`src/rtl/htd_pkg.sv`:
```
package htd_pkg;

    // sizes
    localparam int COORD_BITS   = 16;
    localparam int CORDIC_STEPS = 16;
    localparam int FRAC         = 16;
    localparam int ATAN_ENTRIES = 24;
    localparam int CORDIC_N     = (CORDIC_STEPS < ATAN_ENTRIES) ? CORDIC_STEPS : ATAN_ENTRIES;

    localparam int FIELD_W  = 16;
    localparam int D_W      = COORD_BITS + 1;
    localparam int A_W      = COORD_BITS;
    localparam int CW       = COORD_BITS + FRAC + 3;
    localparam int ZW       = 25;
    localparam int N_W      = 2 * COORD_BITS + 2;
    localparam int SQ_STEPS = COORD_BITS + 1;
    localparam int NCELL    = (CORDIC_N > SQ_STEPS) ? CORDIC_N : SQ_STEPS;
    localparam int IDX_W    = $clog2(NCELL);
    localparam int SIGN_IDX = (COORD_BITS <= FIELD_W) ? COORD_BITS - 1 : FIELD_W - 1;

    localparam int HEAD_W = 9;
    localparam int DIST_W = 17;
    localparam int TURN_W = 8;
    localparam int QUAD_W = 3;
    localparam int CWW    = 11;

    // angle constants, degrees with FRAC fractional bits
    localparam logic signed [ZW-1:0] ANG_RIGHT    = ZW'(90 <<< FRAC);
    localparam logic signed [ZW-1:0] ANG_STRAIGHT = ZW'(180 <<< FRAC);
    localparam logic signed [ZW-1:0] ROUND_HALF   = ZW'(1 <<< (FRAC - 1));

    // whole-degree constants
    localparam logic [HEAD_W-1:0] DEG_FULL  = HEAD_W'(360);
    localparam logic [HEAD_W-1:0] DEG_HALF  = HEAD_W'(180);
    localparam logic [HEAD_W-1:0] DEG_UP    = HEAD_W'(90);
    localparam logic [HEAD_W-1:0] DEG_DOWN  = HEAD_W'(270);
    localparam logic [N_W-1:0]    DIST_MAX  = N_W'((1 << DIST_W) - 1);

    // quadrant codes
    localparam logic [QUAD_W-1:0] QUAD_AXIS = 3'd0;
    localparam logic [QUAD_W-1:0] QUAD_1    = 3'd1;
    localparam logic [QUAD_W-1:0] QUAD_2    = 3'd2;
    localparam logic [QUAD_W-1:0] QUAD_3    = 3'd3;
    localparam logic [QUAD_W-1:0] QUAD_4    = 3'd4;

    // per-item flags that ride along the chain
    typedef struct packed {
        logic              dx_neg;
        logic              dx_zero;
        logic              dy_neg;
        logic              dy_zero;
        logic [HEAD_W-1:0] head;
    } t_meta;

    // what one cell hands to the next
    typedef struct packed {
        logic signed [CW-1:0] x;
        logic signed [CW-1:0] y;
        logic signed [ZW-1:0] z;
        logic [N_W-1:0]       rem;
        logic [N_W-1:0]       res;
        t_meta                meta;
    } t_cell_data;

    // atan(2^-i) in degrees, FRAC fractional bits
    function automatic logic signed [ZW-1:0] atan_deg(input int i);
        logic signed [ZW-1:0] v;
        case (i)
            0:       v = ZW'(2949120);
            1:       v = ZW'(1740967);
            2:       v = ZW'(919879);
            3:       v = ZW'(466945);
            4:       v = ZW'(234379);
            5:       v = ZW'(117304);
            6:       v = ZW'(58666);
            7:       v = ZW'(29335);
            8:       v = ZW'(14668);
            9:       v = ZW'(7334);
            10:      v = ZW'(3667);
            11:      v = ZW'(1833);
            12:      v = ZW'(917);
            13:      v = ZW'(458);
            14:      v = ZW'(229);
            15:      v = ZW'(115);
            16:      v = ZW'(57);
            17:      v = ZW'(29);
            18:      v = ZW'(14);
            19:      v = ZW'(7);
            20:      v = ZW'(4);
            21:      v = ZW'(2);
            22:      v = ZW'(1);
            default: v = '0;
        endcase
        return v;
    endfunction

    // coordinate from a 16-bit field: low COORD_BITS bits, two's complement
    function automatic logic signed [D_W-1:0] coord_of(input logic [FIELD_W-1:0] f);
        logic signed [D_W-1:0] c;
        logic                  sgn;
        sgn = (COORD_BITS <= FIELD_W) ? f[SIGN_IDX] : 1'b0;
        for (int i = 0; i < D_W; i++) begin
            c[i] = (i < COORD_BITS && i < FIELD_W) ? f[i % FIELD_W] : sgn;
        end
        return c;
    endfunction

endpackage

```
`src/rtl/htd_front.sv`:
```
module htd_front
    import htd_pkg::*;
(
    input  logic               i_clk,
    input  logic               i_rst_n,
    input  logic               i_en,
    input  logic               i_valid,
    input  logic [FIELD_W-1:0] i_cur_x,
    input  logic [FIELD_W-1:0] i_cur_y,
    input  logic [HEAD_W-1:0]  i_cur_heading,
    input  logic [FIELD_W-1:0] i_dest_x,
    input  logic [FIELD_W-1:0] i_dest_y,
    output logic               o_valid,
    output t_cell_data         o_data
);

    logic                  r_v1;
    logic signed [D_W-1:0] r_dx;
    logic signed [D_W-1:0] r_dy;
    logic [HEAD_W-1:0]     r_head;
    logic                  r_v2;
    t_cell_data            r_data;

    logic signed [D_W-1:0] n_dx;
    logic signed [D_W-1:0] n_dy;
    logic [HEAD_W-1:0]     n_head;
    logic [A_W-1:0]        ax;
    logic [A_W-1:0]        ay;
    logic [N_W-1:0]        sq_x;
    logic [N_W-1:0]        sq_y;
    t_cell_data            n_data;

    // differences and heading reduction
    always_comb begin
        n_dx   = coord_of(i_dest_x) - coord_of(i_cur_x);
        n_dy   = coord_of(i_dest_y) - coord_of(i_cur_y);
        n_head = (i_cur_heading >= DEG_FULL) ? i_cur_heading - DEG_FULL : i_cur_heading;
    end

    // magnitudes, squares and the starting vector
    always_comb begin
        ax   = r_dx[D_W-1] ? A_W'(-r_dx) : A_W'(r_dx);
        ay   = r_dy[D_W-1] ? A_W'(-r_dy) : A_W'(r_dy);
        sq_x = N_W'(ax) * N_W'(ax);
        sq_y = N_W'(ay) * N_W'(ay);
        n_data.x            = CW'(ax) <<< FRAC;
        n_data.y            = CW'(ay) <<< FRAC;
        n_data.z            = '0;
        n_data.rem          = sq_x + sq_y;
        n_data.res          = '0;
        n_data.meta.dx_neg  = r_dx[D_W-1];
        n_data.meta.dx_zero = (r_dx == '0);
        n_data.meta.dy_neg  = r_dy[D_W-1];
        n_data.meta.dy_zero = (r_dy == '0);
        n_data.meta.head    = r_head;
    end

    // valid bits
    always_ff @(posedge i_clk) begin
        if (!i_rst_n) begin
            r_v1 <= 1'b0;
            r_v2 <= 1'b0;
        end else if (i_en) begin
            r_v1 <= i_valid;
            r_v2 <= r_v1;
        end
    end

    // payload
    always_ff @(posedge i_clk) begin
        if (i_en) begin
            r_dx   <= n_dx;
            r_dy   <= n_dy;
            r_head <= n_head;
            r_data <= n_data;
        end
    end

    assign o_valid = r_v2;
    assign o_data  = r_data;

endmodule

```
`config.mk`:
```
export PLATFORM = sky130hd
export DESIGN_NAME = htd_front
export DESIGN_NICKNAME = d
export VERILOG_FILES = /design/src/rtl/htd_pkg.sv /design/src/rtl/htd_front.sv
export SDC_FILE = /design/constraint.sdc
export NUM_CORES = 1
export LEC_CHECK = 0
export BUFFER_PORTS_ARGS = -buffer_cell sky130_fd_sc_hd__buf_2
export CAP_MARGIN = 0
export CORE_UTILIZATION = 30
export DETAILED_ROUTE_END_ITERATION = 16
export GPL_TIMING_DRIVEN = 0
export PLACE_DENSITY_LB_ADDON = 0.15
export SYNTH_ARGS = -nofsm -noshare
export SYNTH_HDL_FRONTEND = slang
export SYNTH_SLANG_ARGS = --single-unit
```
`constraint.sdc`:
```
create_clock -name i_clk -period 10.1 [get_ports i_clk]
set_input_delay 0.505 -clock i_clk [delete_from_list [all_inputs] [get_ports i_clk]]
set_output_delay 0.505 -clock i_clk [all_outputs]
set_load 0.1 [all_outputs]
```
==> metrics.md <==
| Metric | Value |
|---|---|
| Count of pins over their slew limit | 0 |
| Row cnt | 97 |
| Die width | 269 µm |
| Relative slew slack | between 10% and 20% |
| Worst setup SP type | register |
| Routed vias/inst | 4.37 |
| Gr ovfl total | 0 |
| Top-area cell type share of the netlist area | between 30% and 40% |
| Final Core Density | 35.0% |
| Seq/Total Area, Yosys | 17.1% |
| Worst Path Max Fanout | 10 |
| H-tree depth | 4 |
| XOR/XNOR Fraction of Synth Area | under 10% |
| Post-route ant nets | 0 |
| Drt initial violations | 635 |
| Layout area overhead | 15.1% |
| Die Y | approximately 270 µm |
| Fin crit share | 95.1% |
| Clk buf depth | 2 |
| Tightest Pin Transition | 1.21 ns |
| Top cell by count, worst path | fa_1 |
| DRT Pass-1 Iters | 5 |
| CTS Root Cell | clkbuf_16 |
| Drt total wl | 55000 µm |
| Fmax | between 100 and 150 MHz |
| Max_cap viols | 0 |
| Status | finished, final reports clean |
| Avg Inst Size Synth | 9.90 µm² |
| Vias in the first global route | 16210 |
| DR DRC count | 0 |
| Die Area | roughly 72000 µm² |
| RSZ-0062 raised after global routing | false |
| Post-synth top flop | edfxtp_1 |
| CP endpoint kind | register |
| Critical Path Max Stage Delay | around 0.58 ns |
| Register bit total from synthesis | approximately 120 |
| Hold buffers post-CTS | 0 |
| Total CTS buffers | 17 |
| Final hold violation count | 0 |
| Area share of fa/ha/maj cells after synthesis | slightly below 50% |
| # port buffers | 155 |
| Multiplexer area fraction after synthesis | 0.385% |
| Post-Synth Simple-Gate Area | 8.63% |
| Layout Cells excl Fill | ~3400 |
| Synth Instances | between 2000 and 2500 |
| Overall routing resource usage | 15.8% |
| Hold slack final | 0.202 ns |
| Total number of vias | 14860 |
| Clk_skew | 0.0255 ns |
| Core Region | approximately 70000 µm² |
| Largest net degree at the start of global routing | 77 |
| Worst EP arrival | 9.86 ns |
| Main combinational cell family by area after synthesis | adder cells |
| Routed wire per std cell | 16.2 µm |
| GPL Wtd Cong | 0.833 |
| CTS Sinks | between 100 and 150 |
| Initial core utilization | 30.4% |
| Biggest area consumer among synthesized cells | fa_1 |
| HPWL Detailed | between 40000 and 50000 µm |
| Post-synthesis compound-gate area fraction | 6.28% |
| Post-route minimum period | 9.61 ns |
| Slowest stage cell, crit path | fa_1 |
| Mapped Area | 21400 µm² |
| Top Ports | 254 |
| Number of fill cells | 7278 |
| Nets | 3132 |
| Initial antenna violation count | 1 |
| Share of post-route cells with drive strength above 1 | 16.0% |
| CTS clk-pin slew, worst paths | 0.08 ns |
| CTS tree | built |
| Worst skew pair latency | 0.49 ns |
| Worst hold path type | primary input to register |
| Synth area leaders | fa_1 36%, edfxtp_1 17%, ha_1 13% |
| Global-route wire length before repair | 87300 µm |
| Number of enable flip-flop cells after synthesis | 121 |
| Setup-failing EPs final | 0 |
| CP required | 10.35 ns |
| Async SR Flop Fraction | 0% |
| Synth warnings | 0 |
| Crit path kind | register to register |
| Dpl cells | 3356 |
| Distinct cell type count after synthesis | 77 |
[synth_stat cells, drive strengths merged, types with 2 or more instances]
cell and count:
xnor2 51, inv 571, a21o 22, nand4 5, xor2 41, dfxtp 2, or3 6, buf 107
nand2 150, a21boi 5, o21bai 8, ha 227, clkinv 6, mux2i 6, clkbuf 20, nor2b 11
and3 10, o211ai 5, a211o 2, nor3 19, o21ai 44, edfxtp 121, o31ai 12, or2 2
fa 385, o41ai 3, nand3 11, nor4 6, or4 5, a31o 3, a31oi 8, mux2 2
and2 5, a21oi 51, a221oi 3, a211oi 6, o21a 12, nor2 183, nand2b 6, o311ai 3
o22ai 3
[layout by cell type (no fill, tap or decap), types with 11 or more instances in the layout]
| cell | instances |
|---|---|
| a21o_1 | 22 |
| a21oi_1 | 50 |
| buf_2 | 157 |
| buf_4 | 109 |
| clkbuf_1 | 16 |
| clkbuf_16 | 17 |
| conb_1 | 98 |
| edfxtp_1 | 121 |
| fa_1 | 385 |
| ha_1 | 227 |
| inv_1 | 543 |
| inv_2 | 27 |
| nand2_1 | 143 |
| nor2_1 | 181 |
| nor2b_1 | 11 |
| nor3_1 | 18 |
| o21a_1 | 12 |
| o21ai_0 | 37 |
| xnor2_1 | 41 |
| xor2_1 | 29 |
[registers in the layout (all words and copies together), names as in the netlist]
register and cells:
r_dx 17, r_v1 1, r_dy 17, r_head 9, o_valid 1, o_data 78
[cells by family after synthesis]
logic type,after synthesis
buffers and inverters,704
AND/OR/NAND/NOR,424
flip-flops,123
AO/OA/AOI/OAI,199
adder cells (fa/ha/maj),612
XOR/XNOR,92
multiplexers,8
other,1
[final cells by class]
| cell class | count | area, µm² | area share, % |
|---|---|---|---|
| Multi-Input combinational cell | 1433 | 15300 | 61.9 |
| Sequential cell | 123 | 3670 | 14.9 |
| Inverter | 577 | 2170 | 8.82 |
| Tap cell | 940 | 1180 | 4.77 |
| Timing Repair Buffer | 165 | 890 | 3.61 |
| Buffer | 126 | 882 | 3.58 |
| Clock buffer | 17 | 425 | 1.73 |
| Clock inverter | 15 | 170 | 0.690 |
| Antenna cell | 1 | 2.50 | 0.0102 |
[routing by layer]
layer / wire length, µm / GRT usage (%)
met3: 1500 / 2.30
met1: 22100 / 18.6
met4: 842 / 4.29
met5: 0 / 0
met2: 30500 / 29.7
[repair_timing]
item | CTS | global route
pin swaps | 0 | 2
resized for setup | 14 | 16
endpoints found under the setup margin | 22 | 12
setup buffers | 7 | 2
[per-stage QoR]
step	instance area, µm²	setup slack, ns	TNS, ns
2_1_floorplan	21800	1.55	0
4_1_cts	24500	0.0189	0
3_5_place_dp	23800	-1.67	-20.01
3_3_place_gp	23700	-1.68	-21.27
5_1_grt	24600	0.0660	0
6_report	24700	0.494	0
[worst max-delay path: cells and delay by family (launching register included)]
| kind | cells | cell delay [ns] |
|---|---|---|
| buffers and inverters | 9 | 1.16 |
| adders and majority gates | 9 | 4.29 |
| DFF | 1 | 0.51 |
| xor gates and xnor gates | 2 | 0.40 |
| AOI/OAI and AO/OA | 6 | 1.32 |
| and+or+nand+nor | 4 | 1.64 |
[final timing paths]
| path | startpoint | endpoint | cells after the start | slack [ns] |
|---|---|---|---|---|
| worst max-delay path | r_dx[0] | o_data[79] | 30 | 0.49 |
| worst min-delay path | i_cur_heading[0] | r_head[0] | 1 | 0.20 |
| worst max register to register | r_dx[0] | o_data[79] | 30 | 0.49 |
| worst min register to register | r_head[4] | o_data[4] | 0 | 0.42 |
Power is not shown: default switching activity piles up to over one toggle a cycle in this logic, so the estimate is an artifact.
