File: config.mk
export PLATFORM = sky130hd
export DESIGN_NAME = htd_back
export DESIGN_NICKNAME = d
export VERILOG_FILES = /design/src/rtl/htd_pkg.sv /design/src/rtl/htd_back.sv
export SDC_FILE = /design/constraint.sdc
export NUM_CORES = 1
export LEC_CHECK = 0
export ABC_AREA = 1
export BUFFER_PORTS_ARGS = -buffer_cell sky130_fd_sc_hd__buf_2
export CORE_AREA = 2 2 132 134
export CTS_CLUSTER_DIAMETER = 60
export CTS_CLUSTER_SIZE = 8
export DETAILED_ROUTE_END_ITERATION = 6
export DIE_AREA = 0 0 134 136
export GPL_TIMING_DRIVEN = 0
export HOLD_SLACK_MARGIN = 0.02
export MAX_ROUTING_LAYER = met4
export PLACE_DENSITY = 0.82
export SLEW_MARGIN = 20
export SYNTH_ARGS = -nofsm -noshare
export SYNTH_HDL_FRONTEND = slang
export SYNTH_SLANG_ARGS = --single-unit
export TNS_END_PERCENT = 10
File: constraint.sdc
create_clock -name i_clk -period 2.88 [get_ports i_clk]
set_clock_uncertainty 0.1 [all_clocks]
set_input_delay 0.144 -clock i_clk [delete_from_list [all_inputs] [get_ports i_clk]]
set_output_delay 0.144 -clock i_clk [all_outputs]
set_load 0.05 [all_outputs]
File: src/rtl/htd_pkg.sv
package htd_pkg;

    // sizes
    localparam int COORD_BITS   = 16;
    localparam int CORDIC_STEPS = 16;
    localparam int FRAC         = 16;
    localparam int ATAN_ENTRIES = 24;
    localparam int CORDIC_N     = (CORDIC_STEPS < ATAN_ENTRIES) ? CORDIC_STEPS : ATAN_ENTRIES;

    localparam int FIELD_W  = 16;
    localparam int D_W      = COORD_BITS + 1;
    localparam int A_W      = COORD_BITS;
    localparam int CW       = COORD_BITS + FRAC + 3;
    localparam int ZW       = 25;
    localparam int N_W      = 2 * COORD_BITS + 2;
    localparam int SQ_STEPS = COORD_BITS + 1;
    localparam int NCELL    = (CORDIC_N > SQ_STEPS) ? CORDIC_N : SQ_STEPS;
    localparam int IDX_W    = $clog2(NCELL);
    localparam int SIGN_IDX = (COORD_BITS <= FIELD_W) ? COORD_BITS - 1 : FIELD_W - 1;

    localparam int HEAD_W = 9;
    localparam int DIST_W = 17;
    localparam int TURN_W = 8;
    localparam int QUAD_W = 3;
    localparam int CWW    = 11;

    // angle constants, degrees with FRAC fractional bits
    localparam logic signed [ZW-1:0] ANG_RIGHT    = ZW'(90 <<< FRAC);
    localparam logic signed [ZW-1:0] ANG_STRAIGHT = ZW'(180 <<< FRAC);
    localparam logic signed [ZW-1:0] ROUND_HALF   = ZW'(1 <<< (FRAC - 1));

    // whole-degree constants
    localparam logic [HEAD_W-1:0] DEG_FULL  = HEAD_W'(360);
    localparam logic [HEAD_W-1:0] DEG_HALF  = HEAD_W'(180);
    localparam logic [HEAD_W-1:0] DEG_UP    = HEAD_W'(90);
    localparam logic [HEAD_W-1:0] DEG_DOWN  = HEAD_W'(270);
    localparam logic [N_W-1:0]    DIST_MAX  = N_W'((1 << DIST_W) - 1);

    // quadrant codes
    localparam logic [QUAD_W-1:0] QUAD_AXIS = 3'd0;
    localparam logic [QUAD_W-1:0] QUAD_1    = 3'd1;
    localparam logic [QUAD_W-1:0] QUAD_2    = 3'd2;
    localparam logic [QUAD_W-1:0] QUAD_3    = 3'd3;
    localparam logic [QUAD_W-1:0] QUAD_4    = 3'd4;

    // per-item flags that ride along the chain
    typedef struct packed {
        logic              dx_neg;
        logic              dx_zero;
        logic              dy_neg;
        logic              dy_zero;
        logic [HEAD_W-1:0] head;
    } t_meta;

    // what one cell hands to the next
    typedef struct packed {
        logic signed [CW-1:0] x;
        logic signed [CW-1:0] y;
        logic signed [ZW-1:0] z;
        logic [N_W-1:0]       rem;
        logic [N_W-1:0]       res;
        t_meta                meta;
    } t_cell_data;

    // atan(2^-i) in degrees, FRAC fractional bits
    function automatic logic signed [ZW-1:0] atan_deg(input int i);
        logic signed [ZW-1:0] v;
        case (i)
            0:       v = ZW'(2949120);
            1:       v = ZW'(1740967);
            2:       v = ZW'(919879);
            3:       v = ZW'(466945);
            4:       v = ZW'(234379);
            5:       v = ZW'(117304);
            6:       v = ZW'(58666);
            7:       v = ZW'(29335);
            8:       v = ZW'(14668);
            9:       v = ZW'(7334);
            10:      v = ZW'(3667);
            11:      v = ZW'(1833);
            12:      v = ZW'(917);
            13:      v = ZW'(458);
            14:      v = ZW'(229);
            15:      v = ZW'(115);
            16:      v = ZW'(57);
            17:      v = ZW'(29);
            18:      v = ZW'(14);
            19:      v = ZW'(7);
            20:      v = ZW'(4);
            21:      v = ZW'(2);
            22:      v = ZW'(1);
            default: v = '0;
        endcase
        return v;
    endfunction

    // coordinate from a 16-bit field: low COORD_BITS bits, two's complement
    function automatic logic signed [D_W-1:0] coord_of(input logic [FIELD_W-1:0] f);
        logic signed [D_W-1:0] c;
        logic                  sgn;
        sgn = (COORD_BITS <= FIELD_W) ? f[SIGN_IDX] : 1'b0;
        for (int i = 0; i < D_W; i++) begin
            c[i] = (i < COORD_BITS && i < FIELD_W) ? f[i % FIELD_W] : sgn;
        end
        return c;
    endfunction

endpackage

File: src/rtl/htd_back.sv
module htd_back
    import htd_pkg::*;
(
    input  logic              i_clk,
    input  logic              i_rst_n,
    input  logic              i_en,
    input  logic              i_valid,
    input  t_cell_data        i_data,
    output logic              o_valid,
    output logic [DIST_W-1:0] o_distance,
    output logic [HEAD_W-1:0] o_target_heading,
    output logic              o_turn_ccw,
    output logic [TURN_W-1:0] o_turn_degrees,
    output logic [QUAD_W-1:0] o_quadrant
);

    // stage 1: rounded angle from +x and rounded distance
    logic              r_v1;
    t_meta             r1_meta;
    logic [HEAD_W-1:0] r1_ang;
    logic [DIST_W-1:0] r1_dist;
    logic [HEAD_W-1:0] n1_ang;
    logic [DIST_W-1:0] n1_dist;

    // stage 2: target heading and quadrant
    logic              r_v2;
    logic              r2_same;
    logic [HEAD_W-1:0] r2_head;
    logic [HEAD_W-1:0] r2_target;
    logic [QUAD_W-1:0] r2_quad;
    logic [DIST_W-1:0] r2_dist;
    logic [HEAD_W-1:0] n2_target;
    logic [QUAD_W-1:0] n2_quad;

    // stage 3: output register with the turn
    logic              r_v3;
    logic [DIST_W-1:0] r3_dist;
    logic [HEAD_W-1:0] r3_target;
    logic              r3_ccw;
    logic [TURN_W-1:0] r3_turn;
    logic [QUAD_W-1:0] r3_quad;
    logic              n3_ccw;
    logic [TURN_W-1:0] n3_turn;

    // clamp, fold into the left half, round half up; distance rounding
    always_comb begin
        logic signed [ZW-1:0] a;
        logic signed [ZW-1:0] t;
        logic [ZW-1:0]        t_rnd;
        logic [N_W-1:0]       d;
        if (i_data.meta.dy_zero || i_data.z < 0) begin
            a = '0;
        end else if (i_data.z > ANG_RIGHT) begin
            a = ANG_RIGHT;
        end else begin
            a = i_data.z;
        end
        t      = i_data.meta.dx_neg ? ANG_STRAIGHT - a : a;
        t_rnd  = ZW'(t + ROUND_HALF);
        n1_ang = t_rnd[FRAC +: HEAD_W];
        d      = (i_data.rem > i_data.res) ? i_data.res + N_W'(1) : i_data.res;
        n1_dist = (d > DIST_MAX) ? DIST_W'(DIST_MAX) : DIST_W'(d);
    end

    // target heading by case
    always_comb begin
        if (r1_meta.dx_zero && r1_meta.dy_zero) begin
            n2_target = r1_meta.head;
            n2_quad   = QUAD_AXIS;
        end else if (r1_meta.dx_zero) begin
            n2_target = r1_meta.dy_neg ? DEG_DOWN : DEG_UP;
            n2_quad   = QUAD_AXIS;
        end else if (!r1_meta.dy_neg) begin
            n2_target = r1_ang;
            n2_quad   = r1_meta.dx_neg ? QUAD_2 : QUAD_1;
        end else begin
            n2_target = (r1_ang == '0) ? '0 : DEG_FULL - r1_ang;
            n2_quad   = r1_meta.dx_neg ? QUAD_3 : QUAD_4;
        end
    end

    // shorter turn
    always_comb begin
        logic signed [CWW-1:0] cw;
        cw = CWW'(r2_head) - CWW'(r2_target);
        if (cw <= 0) begin
            cw = cw + CWW'(DEG_FULL);
        end
        if (r2_same) begin
            n3_ccw  = 1'b0;
            n3_turn = '0;
        end else if (cw < CWW'(DEG_HALF)) begin
            n3_ccw  = 1'b0;
            n3_turn = TURN_W'(cw);
        end else begin
            n3_ccw  = 1'b1;
            n3_turn = TURN_W'(CWW'(DEG_FULL) - cw);
        end
    end

    // valid bits
    always_ff @(posedge i_clk) begin
        if (!i_rst_n) begin
            r_v1 <= 1'b0;
            r_v2 <= 1'b0;
            r_v3 <= 1'b0;
        end else if (i_en) begin
            r_v1 <= i_valid;
            r_v2 <= r_v1;
            r_v3 <= r_v2;
        end
    end

    // payload
    always_ff @(posedge i_clk) begin
        if (i_en) begin
            r1_meta   <= i_data.meta;
            r1_ang    <= n1_ang;
            r1_dist   <= n1_dist;
            r2_same   <= r1_meta.dx_zero && r1_meta.dy_zero;
            r2_head   <= r1_meta.head;
            r2_target <= n2_target;
            r2_quad   <= n2_quad;
            r2_dist   <= r1_dist;
            r3_dist   <= r2_dist;
            r3_target <= r2_target;
            r3_ccw    <= n3_ccw;
            r3_turn   <= n3_turn;
            r3_quad   <= r2_quad;
        end
    end

    assign o_valid          = r_v3;
    assign o_distance       = r3_dist;
    assign o_target_heading = r3_target;
    assign o_turn_ccw       = r3_ccw;
    assign o_turn_degrees   = r3_turn;
    assign o_quadrant       = r3_quad;

endmodule

==> impl_metrics.tcl, run 1 <==
set metrics [dict create \
    synth_compound_area_frac 0.0572 \
    hold_viol_final 0 \
    violations "DRC, setup timing" \
    antenna_found_initial 3 \
    slew_headroom 0.569 \
    yosys.area.top_type_share 0.437 \
    grt_pass1_wl_um 29900 \
    gp_congestion 0.955 \
    period_share 1.09 \
    synth_seq_cells 119 \
    worstSetupPathType "reg2reg" \
    crit_path_max_fanout 8 \
    syn-num-nets 1153 \
    max_freq_ghz 0.319 \
    period_needed_ns 3.13 \
    cp_slowest_stage_delay_ns 0.56 \
    drive_gt1_frac 0.262 \
    postLayoutCoreUtil 0.595 \
    initialDrtViolationCount 568 \
    via_count 6942 \
    clkLatencyLatePin_ns 0.41 \
    cap_viol_max_count 0 \
    routed_via_density 5.11 \
    io_pins 219 \
    wl_per_cell_um 13.8 \
    synthMuxAreaShare 0 \
    antenna_left 0 \
    slowest_stage "fa_2" \
    r2r-start "r2_target[0]$_DFFE_PP_" \
    grt_pass1_vias 6438 \
    clk_transition_reported_paths_ns 0.06 \
    cp.arrival_ns 3.17 \
    cts_buffers 17 \
    end_kind "flip-flop" \
    synth.avg_cell_area_um2 8.62 \
    hpwl_um 13700 \
    synthSimpleGateAreaFrac 0.289 \
    core_um2 16900 \
    dieArea_um2 18200 \
    synthAdderAreaFrac 0.0779 \
    tns_ns -1.90 \
    dr.pass1.iters 7 \
    rows 48 \
    worstRegToRegCells 18 \
    irDropWorstVdd_uv 611 \
    setup_slack_ns -0.254 \
    yosysWarnings 0 \
    grt_max_degree 87 \
    htree_levels 4 \
    synth_edf_count 116 \
    powerDensity_nw_per_um2 621 \
    cts_tree "built" \
    start_util 0.472 \
    netlist_instances 924 \
    track_usage 0.212 \
    netlist_area_um2 7960 \
    fin_hold_ws_ns 0.0321 \
    hold_path_depth 1 \
    synth_seq_area_share 0.445 \
    max_slew.worst_pin.slew_ns 0.641 \
    synth_top_family_by_area "simple AND/OR/NAND/NOR gates" \
    crit_required_ns 2.91 \
    setup_viol 8 \
    synth.area.top_cells "edfxtp_1 44%, nand2_1 10%, ha_1 7.5%" \
    drc 1 \
    rsz0062_at_grt "true" \
    clock_path_buffers 2 \
    yosys.area.top_type "edfxtp_1" \
    crit_chain "ha_2 > fa_2 > ha_4 > inv_2 > nor2_4 > nand3_2 > nor2_4 > nand3_4 > nand2_8 > nand2_4 > nand2_4 > nand2_4 > nand2_2 > nand2_2 > nand2_4 > nand2_8 > nand2_2 > a21oi_1" \
    yosys.area_share.xor_xnor 0.0517 \
    r2r-end "o_turn_degrees[4]$_SDFFCE_PP0P_" \
    drv_slew 0 \
    min_delay_worst_endpoint "r2_quad[0]$_SDFFCE_PP0P_" \
    worstHoldPathType "in2reg" \
    outcome "finished, violations left" \
    cp_top_family "simple AND/OR/NAND/NOR gates" \
    wl_um 18800 \
    synthArstFlopShare 0 \
    die_w_um 134 \
    die_y_um 136 \
    startpoint_type "flip-flop" \
    root_buffer "clkbuf_16" \
    port_buffers 148 \
    reg2reg_slack_ns -0.25 \
    timing.critical_path.mode_cell "nand2_4" \
    final_nets 1347 \
    cp_num_buf_inv 1 \
    grt_overflow 0 \
    hold_start "i_en" \
    synth_cell_types 44 \
    cts.sinks 119 \
    syn2layout_area_growth_pct 26.0 \
    p_leak_nw 4.64 \
    ys.flop_type "edfxtp_1" \
]
## layout make-up
type / instances / area, um2
clock buffers: 17 / 425
fillers: 1442 / 6840
clock inverters: 14 / 176
multi-input cells: 657 / 3960
inverters: 135 / 509
diodes: 3 / 7.51
repair buffers: 175 / 1010
plain buffers: 13 / 124
flip-flops and latches: 119 / 3540
well taps: 225 / 282
## report_power, final
group	internal, mW	total, mW	switching (mW)
logic	0.655	1.95	1.29
registers	2.10	2.16	0.0634
clock network	1.36	2.12	0.762
total	4.12	6.23	2.12
## through the flow
stage                     cells  instance area [um2]  setup slack, ns  power [mW]
after floorplan             924                 7960           0.0721        3.37
after global placement     1297                 8990           -0.276        3.74
after detailed placement   1298                 9020           -0.309        3.79
after CTS                  1353                 9940           -0.211        6.10
after global routing       1358                10000           -0.380        6.52
final                      1358                10000           -0.254        6.23
## cells by family (layout without fill, tap and decap cells)
family | Yosys count | count (layout)
XOR/XNOR | 47 | 47
flip-flops | 119 | 119
other | 1 | 4
adder cells (fa/ha/maj) | 49 | 49
AND/OR/NAND/NOR | 478 | 478
AO/OA/AOI/OAI | 82 | 82
buffers and inverters | 148 | 354
## flip-flops by register name, summed over array words and instances (netlist names)
signal	flops
r_v1	1
r1_ang	9
r2_same	1
r_v2	1
r2_head	9
o_turn_ccw	1
r2_quad	3
o_target_heading	9
r2_dist	17
o_turn_degrees	8
r1_dist	17
o_quadrant	3
r2_target	9
o_distance	17
r1_meta	13
o_valid	1
## cells in the mapped netlist (all sizes together) (2+ instances only)
cell / n
a21oi: 41
buf: 8
clkbuf: 5
dfxtp: 3
edfxtp: 116
ha: 48
inv: 135
nand2: 235
nand3: 72
nand3b: 3
nand4: 33
nor2: 99
nor3: 28
nor4: 8
o211ai: 2
o21ai: 30
o21bai: 3
xnor2: 2
xor2: 45
## worst max-delay path by stage
stage	start	endpoint	slack [ns]	depth (start not counted)
2_1_floorplan	r2_target[0]$_DFFE_PP_	o_turn_degrees[1]$_SDFFCE_PP0P_	0.07	17
3_3_place_gp	r2_target[0]$_DFFE_PP_	o_turn_degrees[7]$_SDFFCE_PP0P_	-0.28	16
3_5_place_dp	r2_target[0]$_DFFE_PP_	o_turn_degrees[7]$_SDFFCE_PP0P_	-0.31	16
4_1_cts	r2_target[0]$_DFFE_PP_	o_turn_degrees[7]$_SDFFCE_PP0P_	-0.21	18
5_1_grt	r2_target[0]$_DFFE_PP_	o_turn_degrees[1]$_SDFFCE_PP0P_	-0.38	18
6_report	r2_target[0]$_DFFE_PP_	o_turn_degrees[4]$_SDFFCE_PP0P_	-0.25	18
## routing by layer
layer  part of all wire  track usage  up-vias
li1                   -            -     3496
met1               0.42        0.250     3150
met4              0.021       0.0774        0
met5                  0            -        -
met3              0.056       0.0377       44
met2               0.50        0.364      252
## placed cells by master (no fill, tap or decap), types with 17 or more instances in the layout
cell,instances
clkbuf_16,17
ha_1,45
xor2_1,44
nand2_1,202
nand4_1,21
nand2_2,25
inv_1,123
nor3_1,22
edfxtp_1,116
a21oi_1,38
nand3_1,68
nor2_1,80
buf_2,148
dlygate4sd3_1,17
o21ai_0,24
## what timing repair did
action / in CTS / in global routing
hold buffers: 17 / 0
buffers inserted: 7 / 2
setup endpoints to repair: 8 / 24
pin swaps: 12 / 12
resized for setup: 24 / 20
endpoints found under the hold margin: 17 / 0
## worst reg2reg max path, cell delays in order, from the launching register on
cell,delay (ns)
edfxtp_1,0.43
ha_2,0.22
fa_2,0.56
ha_4,0.13
inv_2,0.05
nor2_4,0.10
nand3_2,0.11
nor2_4,0.15
nand3_4,0.14
nand2_8,0.14
nand2_4,0.08
nand2_4,0.08
nand2_4,0.05
nand2_2,0.06
nand2_2,0.06
nand2_4,0.13
nand2_8,0.09
nand2_2,0.09
a21oi_1,0.06
Power figures use the tool's default switching activity.
==> run 2: changes to the inputs <==
--- a/config.mk
+++ b/config.mk
@@ -16,6 +16,7 @@
 export HOLD_SLACK_MARGIN = 0.02
 export MAX_ROUTING_LAYER = met4
 export PLACE_DENSITY = 0.82
+export REMOVE_ABC_BUFFERS = 1
 export SLEW_MARGIN = 20
 export SYNTH_ARGS = -nofsm -noshare
 export SYNTH_HDL_FRONTEND = slang
==> constraint.sdc (replaced) <==
create_clock -name i_clk -period 2.88 [get_ports i_clk]
set_clock_uncertainty 0.1 [all_clocks]
set_input_delay 0.576 -clock i_clk [delete_from_list [all_inputs] [get_ports i_clk]]
set_output_delay 0.576 -clock i_clk [all_outputs]
set_load 0.05 [all_outputs]
==> run 2 against run 1 <==
The run ends with setup timing left. Sequential power about the same. Setup slack better by 0.061 ns. First-iteration DRC count down 19%. Cell count down 0.96%. Final area up 1.8%. Via count up 0.63%. Die area unchanged. Wire length up 2.1%. Sequential cell count unchanged. Register-to-register slack better by 0.06 ns. Power up 2.0%. Highest routed layer unchanged.
==> impl_metrics.tcl, run 2 (same netlist as run 1, synthesis figures left out) <==
set metrics [dict create \
    outcome "finished, violations left" \
    violations "setup timing" \
    p_comb_frac 0.320 \
    grt_pass1_vias 6355 \
    powerDensity_nw_per_um2 622 \
    r2r-start "r2_target[0]$_DFFE_PP_" \
    grt_max_degree 70 \
    root_buffer "clkbuf_16" \
    setup_viol 25 \
    syn2layout_area_growth_pct 28.3 \
    max_freq_ghz 0.325 \
    final_common_cell "nand2_1" \
    setup_slack_ns -0.193 \
    drv_slew 0 \
    antenna_found_initial 0 \
    p_seq_frac 0.341 \
    clk_transition_reported_paths_ns 0.05 \
    drc 0 \
    reg2reg_slack_ns -0.19 \
    end_kind "flip-flop" \
    final_nets 1336 \
    htree_levels 4 \
    hold_start "i_data[3]" \
    start_util 0.472 \
    fin_total_pwr_mw 6.36 \
    cp.arrival_ns 3.13 \
    p_switching_mw 2.13 \
    rows 48 \
    fillerInstances 1397 \
    die_y_um 136 \
    wl_um 19200 \
    r2r-end "o_turn_degrees[1]$_SDFFCE_PP0P_" \
    antenna_left 0 \
    period_share 1.07 \
    worstSetupPathType "reg2reg" \
    p_clk_frac 0.340 \
    port_buffers 148 \
    slew_headroom 0.603 \
    num_antenna_cells 0 \
    rsz0062_at_grt "true" \
    cts.sinks 119 \
    initialDrtViolationCount 458 \
    worstRegToRegCells 20 \
    cap_viol_max_count 0 \
    die_w_um 134 \
    postPlaceCellArea_um2 8900 \
    period_needed_ns 3.07 \
    fin_area_um2 10200 \
    min_delay_worst_endpoint "r1_meta[3]$_DFFE_PP_" \
    drive_gt1_frac 0.292 \
    max_slew.worst_pin.slew_ns 0.593 \
    cts_buffers 17 \
    dr.pass1.iters 7 \
    routed_via_density 5.19 \
    crit_required_ns 2.94 \
    hpwl_um 13400 \
    hold_viol_final 0 \
    cts_tree "built" \
    io_pins 219 \
    hold_buffers 0 \
    via_count 6986 \
    crit_path_max_fanout 7 \
    p_leak_nw 4.68 \
    p_int_mw 4.23 \
    tns_ns -3.85 \
    core_um2 16900 \
    worstHoldPathType "in2reg" \
    hold_path_depth 1 \
    fin_hold_ws_ns 0.255 \
    track_usage 0.206 \
    dieArea_um2 18200 \
    swShare 0.335 \
    grt_overflow 0 \
    startpoint_type "flip-flop" \
    clkLatencyLatePin_ns 0.40 \
    clock_path_buffers 2 \
    irDropWorstVdd_uv 601 \
    grt_pass1_wl_um 29300 \
    wl_per_cell_um 14.2 \
    gp_congestion 0.948 \
    mostFrequentLayoutCells "199 x nand2_1, 144 x buf_2, 118 x inv_1" \
]
run 2: worst max path at each step:
stage,startpoint,end,slack (ns),cells after the start
final,r2_target[0]$_DFFE_PP_,o_turn_degrees[1]$_SDFFCE_PP0P_,-0.19,20
after floorplan,i_data[38],r1_dist[0]$_SDFFCE_PN1P_,-0.08,17
after detailed placement,i_data[44],r1_dist[5]$_SDFFCE_PN1P_,-0.75,18
after CTS,r2_target[0]$_DFFE_PP_,o_turn_degrees[2]$_SDFFCE_PP0P_,-0.15,18
after global routing,r2_target[0]$_DFFE_PP_,o_turn_degrees[1]$_SDFFCE_PP0P_,-0.31,20
after global placement,i_data[44],r1_dist[5]$_SDFFCE_PN1P_,-0.68,18
run 2: power by group through the flow:
| stage | clock network, mW | registers (mW) | logic [mW] |
|---|---|---|---|
| global placement | 0 | 2.20 | 1.51 |
| global route | 2.25 | 2.18 | 2.21 |
| floorplan | 0 | 2.43 | 0.920 |
| CTS | 2.18 | 2.16 | 1.80 |
| finish | 2.16 | 2.16 | 2.03 |
| detailed placement | 0 | 2.20 | 1.58 |
run 2: critical path: stages (launching register included):
cell	delay (ns)
edfxtp_1	0.39
ha_2	0.20
fa_2	0.38
inv_2	0.09
nand2_1	0.05
nand2_1	0.07
nand3_1	0.09
nand3_1	0.09
nand2_1	0.16
nand3_4	0.21
nand2_8	0.10
nand2_4	0.07
nand2_2	0.06
nor2_1	0.17
nand2_2	0.08
nand2_2	0.08
nand2_4	0.11
nand2_8	0.13
inv_2	0.06
nor2_4	0.08
nor2_2	0.04
run 2: per-layer routing:
metal  global-route usage  vias to the layer above  part of all wire
met1                0.254                     3194              0.42
met2                0.346                      295              0.51
met4               0.0686                        0             0.020
met5                    -                        -                 0
met3               0.0339                       32             0.058
li1                     -                     3465                 -
run 2: stage by stage:
step,worst slack [ns],std cells,utilization
global placement,-0.684,1284,0.525
detailed placement,-0.752,1285,0.527
CTS,-0.153,1335,0.582
global route,-0.313,1345,0.606
finish,-0.193,1345,0.606
floorplan,-0.0821,911,-
run 2: final cells by class:
type / instances / area (um2) / area share
clock buffer: 18 / 429 / 0.0420
clock inverter: 14 / 181 / 0.0178
inverter: 135 / 517 / 0.0506
multi-input combinational: 660 / 4220 / 0.413
sequential: 119 / 3540 / 0.347
tap: 225 / 282 / 0.0275
timing repair buffer: 174 / 1050 / 0.102
run 2: what timing repair did:
action                                  in CTS  in global routing
endpoints found under the setup margin      25                 25
cloned                                       2                  3
gates resized for setup                     35                 53
setup buffers                               16                  7
pin swaps                                   20                 30
==> run 3: changes to the inputs <==
--- a/config.mk
+++ b/config.mk
@@ -7,15 +7,15 @@
 export LEC_CHECK = 0
 export ABC_AREA = 1
 export BUFFER_PORTS_ARGS = -buffer_cell sky130_fd_sc_hd__buf_2
-export CORE_AREA = 2 2 132 134
+export CORE_AREA = 2 2 121 123
 export CTS_CLUSTER_DIAMETER = 60
 export CTS_CLUSTER_SIZE = 8
 export DETAILED_ROUTE_END_ITERATION = 6
-export DIE_AREA = 0 0 134 136
+export DIE_AREA = 0 0 123 125
 export GPL_TIMING_DRIVEN = 0
 export HOLD_SLACK_MARGIN = 0.02
 export MAX_ROUTING_LAYER = met4
-export PLACE_DENSITY = 0.82
+export PLACE_DENSITY = 0.92
 export REMOVE_ABC_BUFFERS = 1
 export SLEW_MARGIN = 20
 export SYNTH_ARGS = -nofsm -noshare
==> constraint.sdc (replaced) <==
create_clock -name i_clk -period 3.9 [get_ports i_clk]
set_clock_uncertainty 0.1 [all_clocks]
set_input_delay 0.78 -clock i_clk [delete_from_list [all_inputs] [get_ports i_clk]]
set_output_delay 0.78 -clock i_clk [all_outputs]
set_load 0.05 [all_outputs]
==> run 3 against run 2 <==
The run now ends clean. Non-clock buffer count fell by 25. Clock power down 33%. Wire length fell by 12%. Sequential cell count unchanged. Hold slack gained 0.057 ns. Core utilization up 5.7 points. Combinational power is 42% lower. Die area fell by 16%. First-iteration DRC count down 0.87%. Sequential power shrank 26%. Via count decreased by 3.3%. Sequential share of layout area is 3.0 points higher. Critical endpoint is now r1_dist[2]$_SDFFCE_PN1P_. Highest routed layer unchanged.
==> impl_metrics.tcl, run 3 (same netlist as run 1, synthesis figures left out) <==
set metrics [dict create \
    p_comb_frac 0.276 \
    antenna_found_initial 0 \
    powerDensity_nw_per_um2 448 \
    swShare 0.322 \
    period_share 0.864 \
    final_nets 1308 \
    grt_pass1_vias 6313 \
    fin_total_pwr_mw 4.22 \
    startpoint_type "input pin" \
    initialDrtViolationCount 454 \
    wl_um 16900 \
    setup_viol 0 \
    cts_resized 0 \
    dr.pass1.iters 5 \
    via_count 6758 \
    start_util 0.561 \
    reg2reg_slack_ns 0.66 \
    num_antenna_cells 0 \
    clock_path_buffers 2 \
    outcome "complete, no violations" \
    cts.sinks 119 \
    max_freq_ghz 0.297 \
    dp_slack_ns 0.134 \
    hold_viol_final 0 \
    hold_path_depth 0 \
    wl_per_cell_um 13.3 \
    fillerInstances 1136 \
    mostFrequentLayoutCells "216 x nand2_1, 147 x buf_2, 125 x inv_1" \
    port_buffers 148 \
    setup_slack_ns 0.530 \
    p_seq_frac 0.379 \
    die_w_um 123 \
    cap_viol_max_count 0 \
    grt_pass1_wl_um 27900 \
    htree_levels 4 \
    p_clk_frac 0.344 \
    clk_transition_reported_paths_ns 0.05 \
    final-seq-area_um2 3540 \
    root_buffer "clkbuf_16" \
    worstRegToRegCells 16 \
    p_int_mw 2.86 \
    cts_tree "built" \
    grtUsageMet3 0.0301 \
    grt_max_degree 93 \
    drc 0 \
    routed_via_density 5.30 \
    fin_hold_ws_ns 0.312 \
    hold_buffers 0 \
    tns_ns 0 \
    cp.arrival_ns 3.38 \
    hold_start "r2_dist[0]$_DFFE_PP_" \
    crit_required_ns 3.91 \
    worstSetupPathType "in2reg" \
    hpwl_um 13100 \
    grtUsageMet1 0.298 \
    dieArea_um2 15400 \
    irDropWorstVdd_uv 265 \
    min_delay_worst_endpoint "o_distance[0]$_DFFE_PP_" \
    postCtsSetupBuffers 0 \
    drive_gt1_frac 0.225 \
    antenna_left 0 \
    clkLatencyLatePin_ns 0.40 \
    grt_overflow 0 \
    io_pins 219 \
    end_kind "flip-flop" \
    max_slew.worst_pin.slew_ns 0.596 \
    slew_headroom 0.599 \
    p_switching_mw 1.36 \
    worstHoldPathType "reg2reg" \
    final_common_cell "nand2_1" \
    drv_slew 0 \
    grt.met2_usage 0.370 \
    rows 44 \
    track_usage 0.232 \
    r2r-start "r2_target[0]$_DFFE_PP_" \
    period_needed_ns 3.37 \
    rsz0062_at_grt "false" \
    die_y_um 125 \
    cts_buffers 17 \
    core_um2 14200 \
    p_leak_nw 4.44 \
    multi_input_area_um2 3790 \
    r2r-end "o_turn_degrees[5]$_SDFFCE_PP0P_" \
    syn2layout_area_growth_pct 18.2 \
    crit_path_max_fanout 31 \
    gp_congestion 1.00 \
    grt.busiest_layer "met2" \
]
## run 3: cell count changes in the layout (fill, tap and decap cells not counted), moves of 9 or more
cell     change
buf_4       -20
nand2_1     +17
ha_1        +11
ha_4         -9
nand2_4      -9
## run 3: power by group through the flow
| stage | combinational, mW | clock (mW) | sequential (mW) |
|---|---|---|---|
| after CTS | 1.16 | 1.48 | 1.60 |
| after global placement | 1.11 | 0 | 1.62 |
| after detailed placement | 1.15 | 0 | 1.62 |
| after global routing | 1.31 | 1.53 | 1.61 |
| final | 1.17 | 1.45 | 1.60 |
| after floorplan | 0.679 | 0 | 1.79 |
## run 3: worst max-delay path, cell delays in order
cell	delay [ns]
buf_2	0.11
inv_1	0.07
ha_1	0.29
nand2_1	0.07
nor2_2	0.14
nand4_2	0.15
nor2_4	0.18
o2111ai_2	0.12
nand3_2	0.16
nand2_4	0.24
inv_4	0.24
nand2_1	0.07
nand2_1	0.06
inv_1	0.04
nor2_1	0.10
nand2_2	0.10
nor2_8	0.30
nand4_1	0.15
## run 3: layer usage
layer	part of all wire	wire length (um)	vias to the layer above
met5	0	0	-
met4	0.029	497	0
met3	0.062	1050	42
met2	0.48	8190	284
met1	0.43	7200	3017
li1	-	-	3415
## run 3: cell type report
type                       count  area share
multi-input combinational    657       0.403
sequential                   119       0.377
timing repair buffer         149      0.0823
inverter                     135      0.0541
clock buffer                  22      0.0483
tap                          184      0.0245
clock inverter                10      0.0114
## run 3: metrics by stage
stage | area [um2] | cells | utilization
after floorplan | 7840 | 911 | -
after global placement | 8810 | 1243 | 0.621
after detailed placement | 8850 | 1244 | 0.623
after CTS | 9410 | 1276 | 0.663
after global routing | 9410 | 1276 | 0.663
final | 9410 | 1276 | 0.663
## run 3: worst max path at each step
stage / startpoint / to / slack, ns / depth (start not counted)
2_1_floorplan: i_data[38] / r1_dist[0]$_SDFFCE_PN1P_ / 0.73 / 17
3_3_place_gp: i_data[44] / r1_dist[4]$_SDFFCE_PN1P_ / 0.17 / 18
3_5_place_dp: i_data[44] / r1_dist[12]$_SDFFCE_PN1P_ / 0.13 / 18
4_1_cts: i_data[44] / r1_dist[2]$_SDFFCE_PN1P_ / 0.53 / 18
5_1_grt: i_data[44] / r1_dist[0]$_SDFFCE_PN1P_ / 0.23 / 18
6_report: i_data[44] / r1_dist[2]$_SDFFCE_PN1P_ / 0.53 / 18
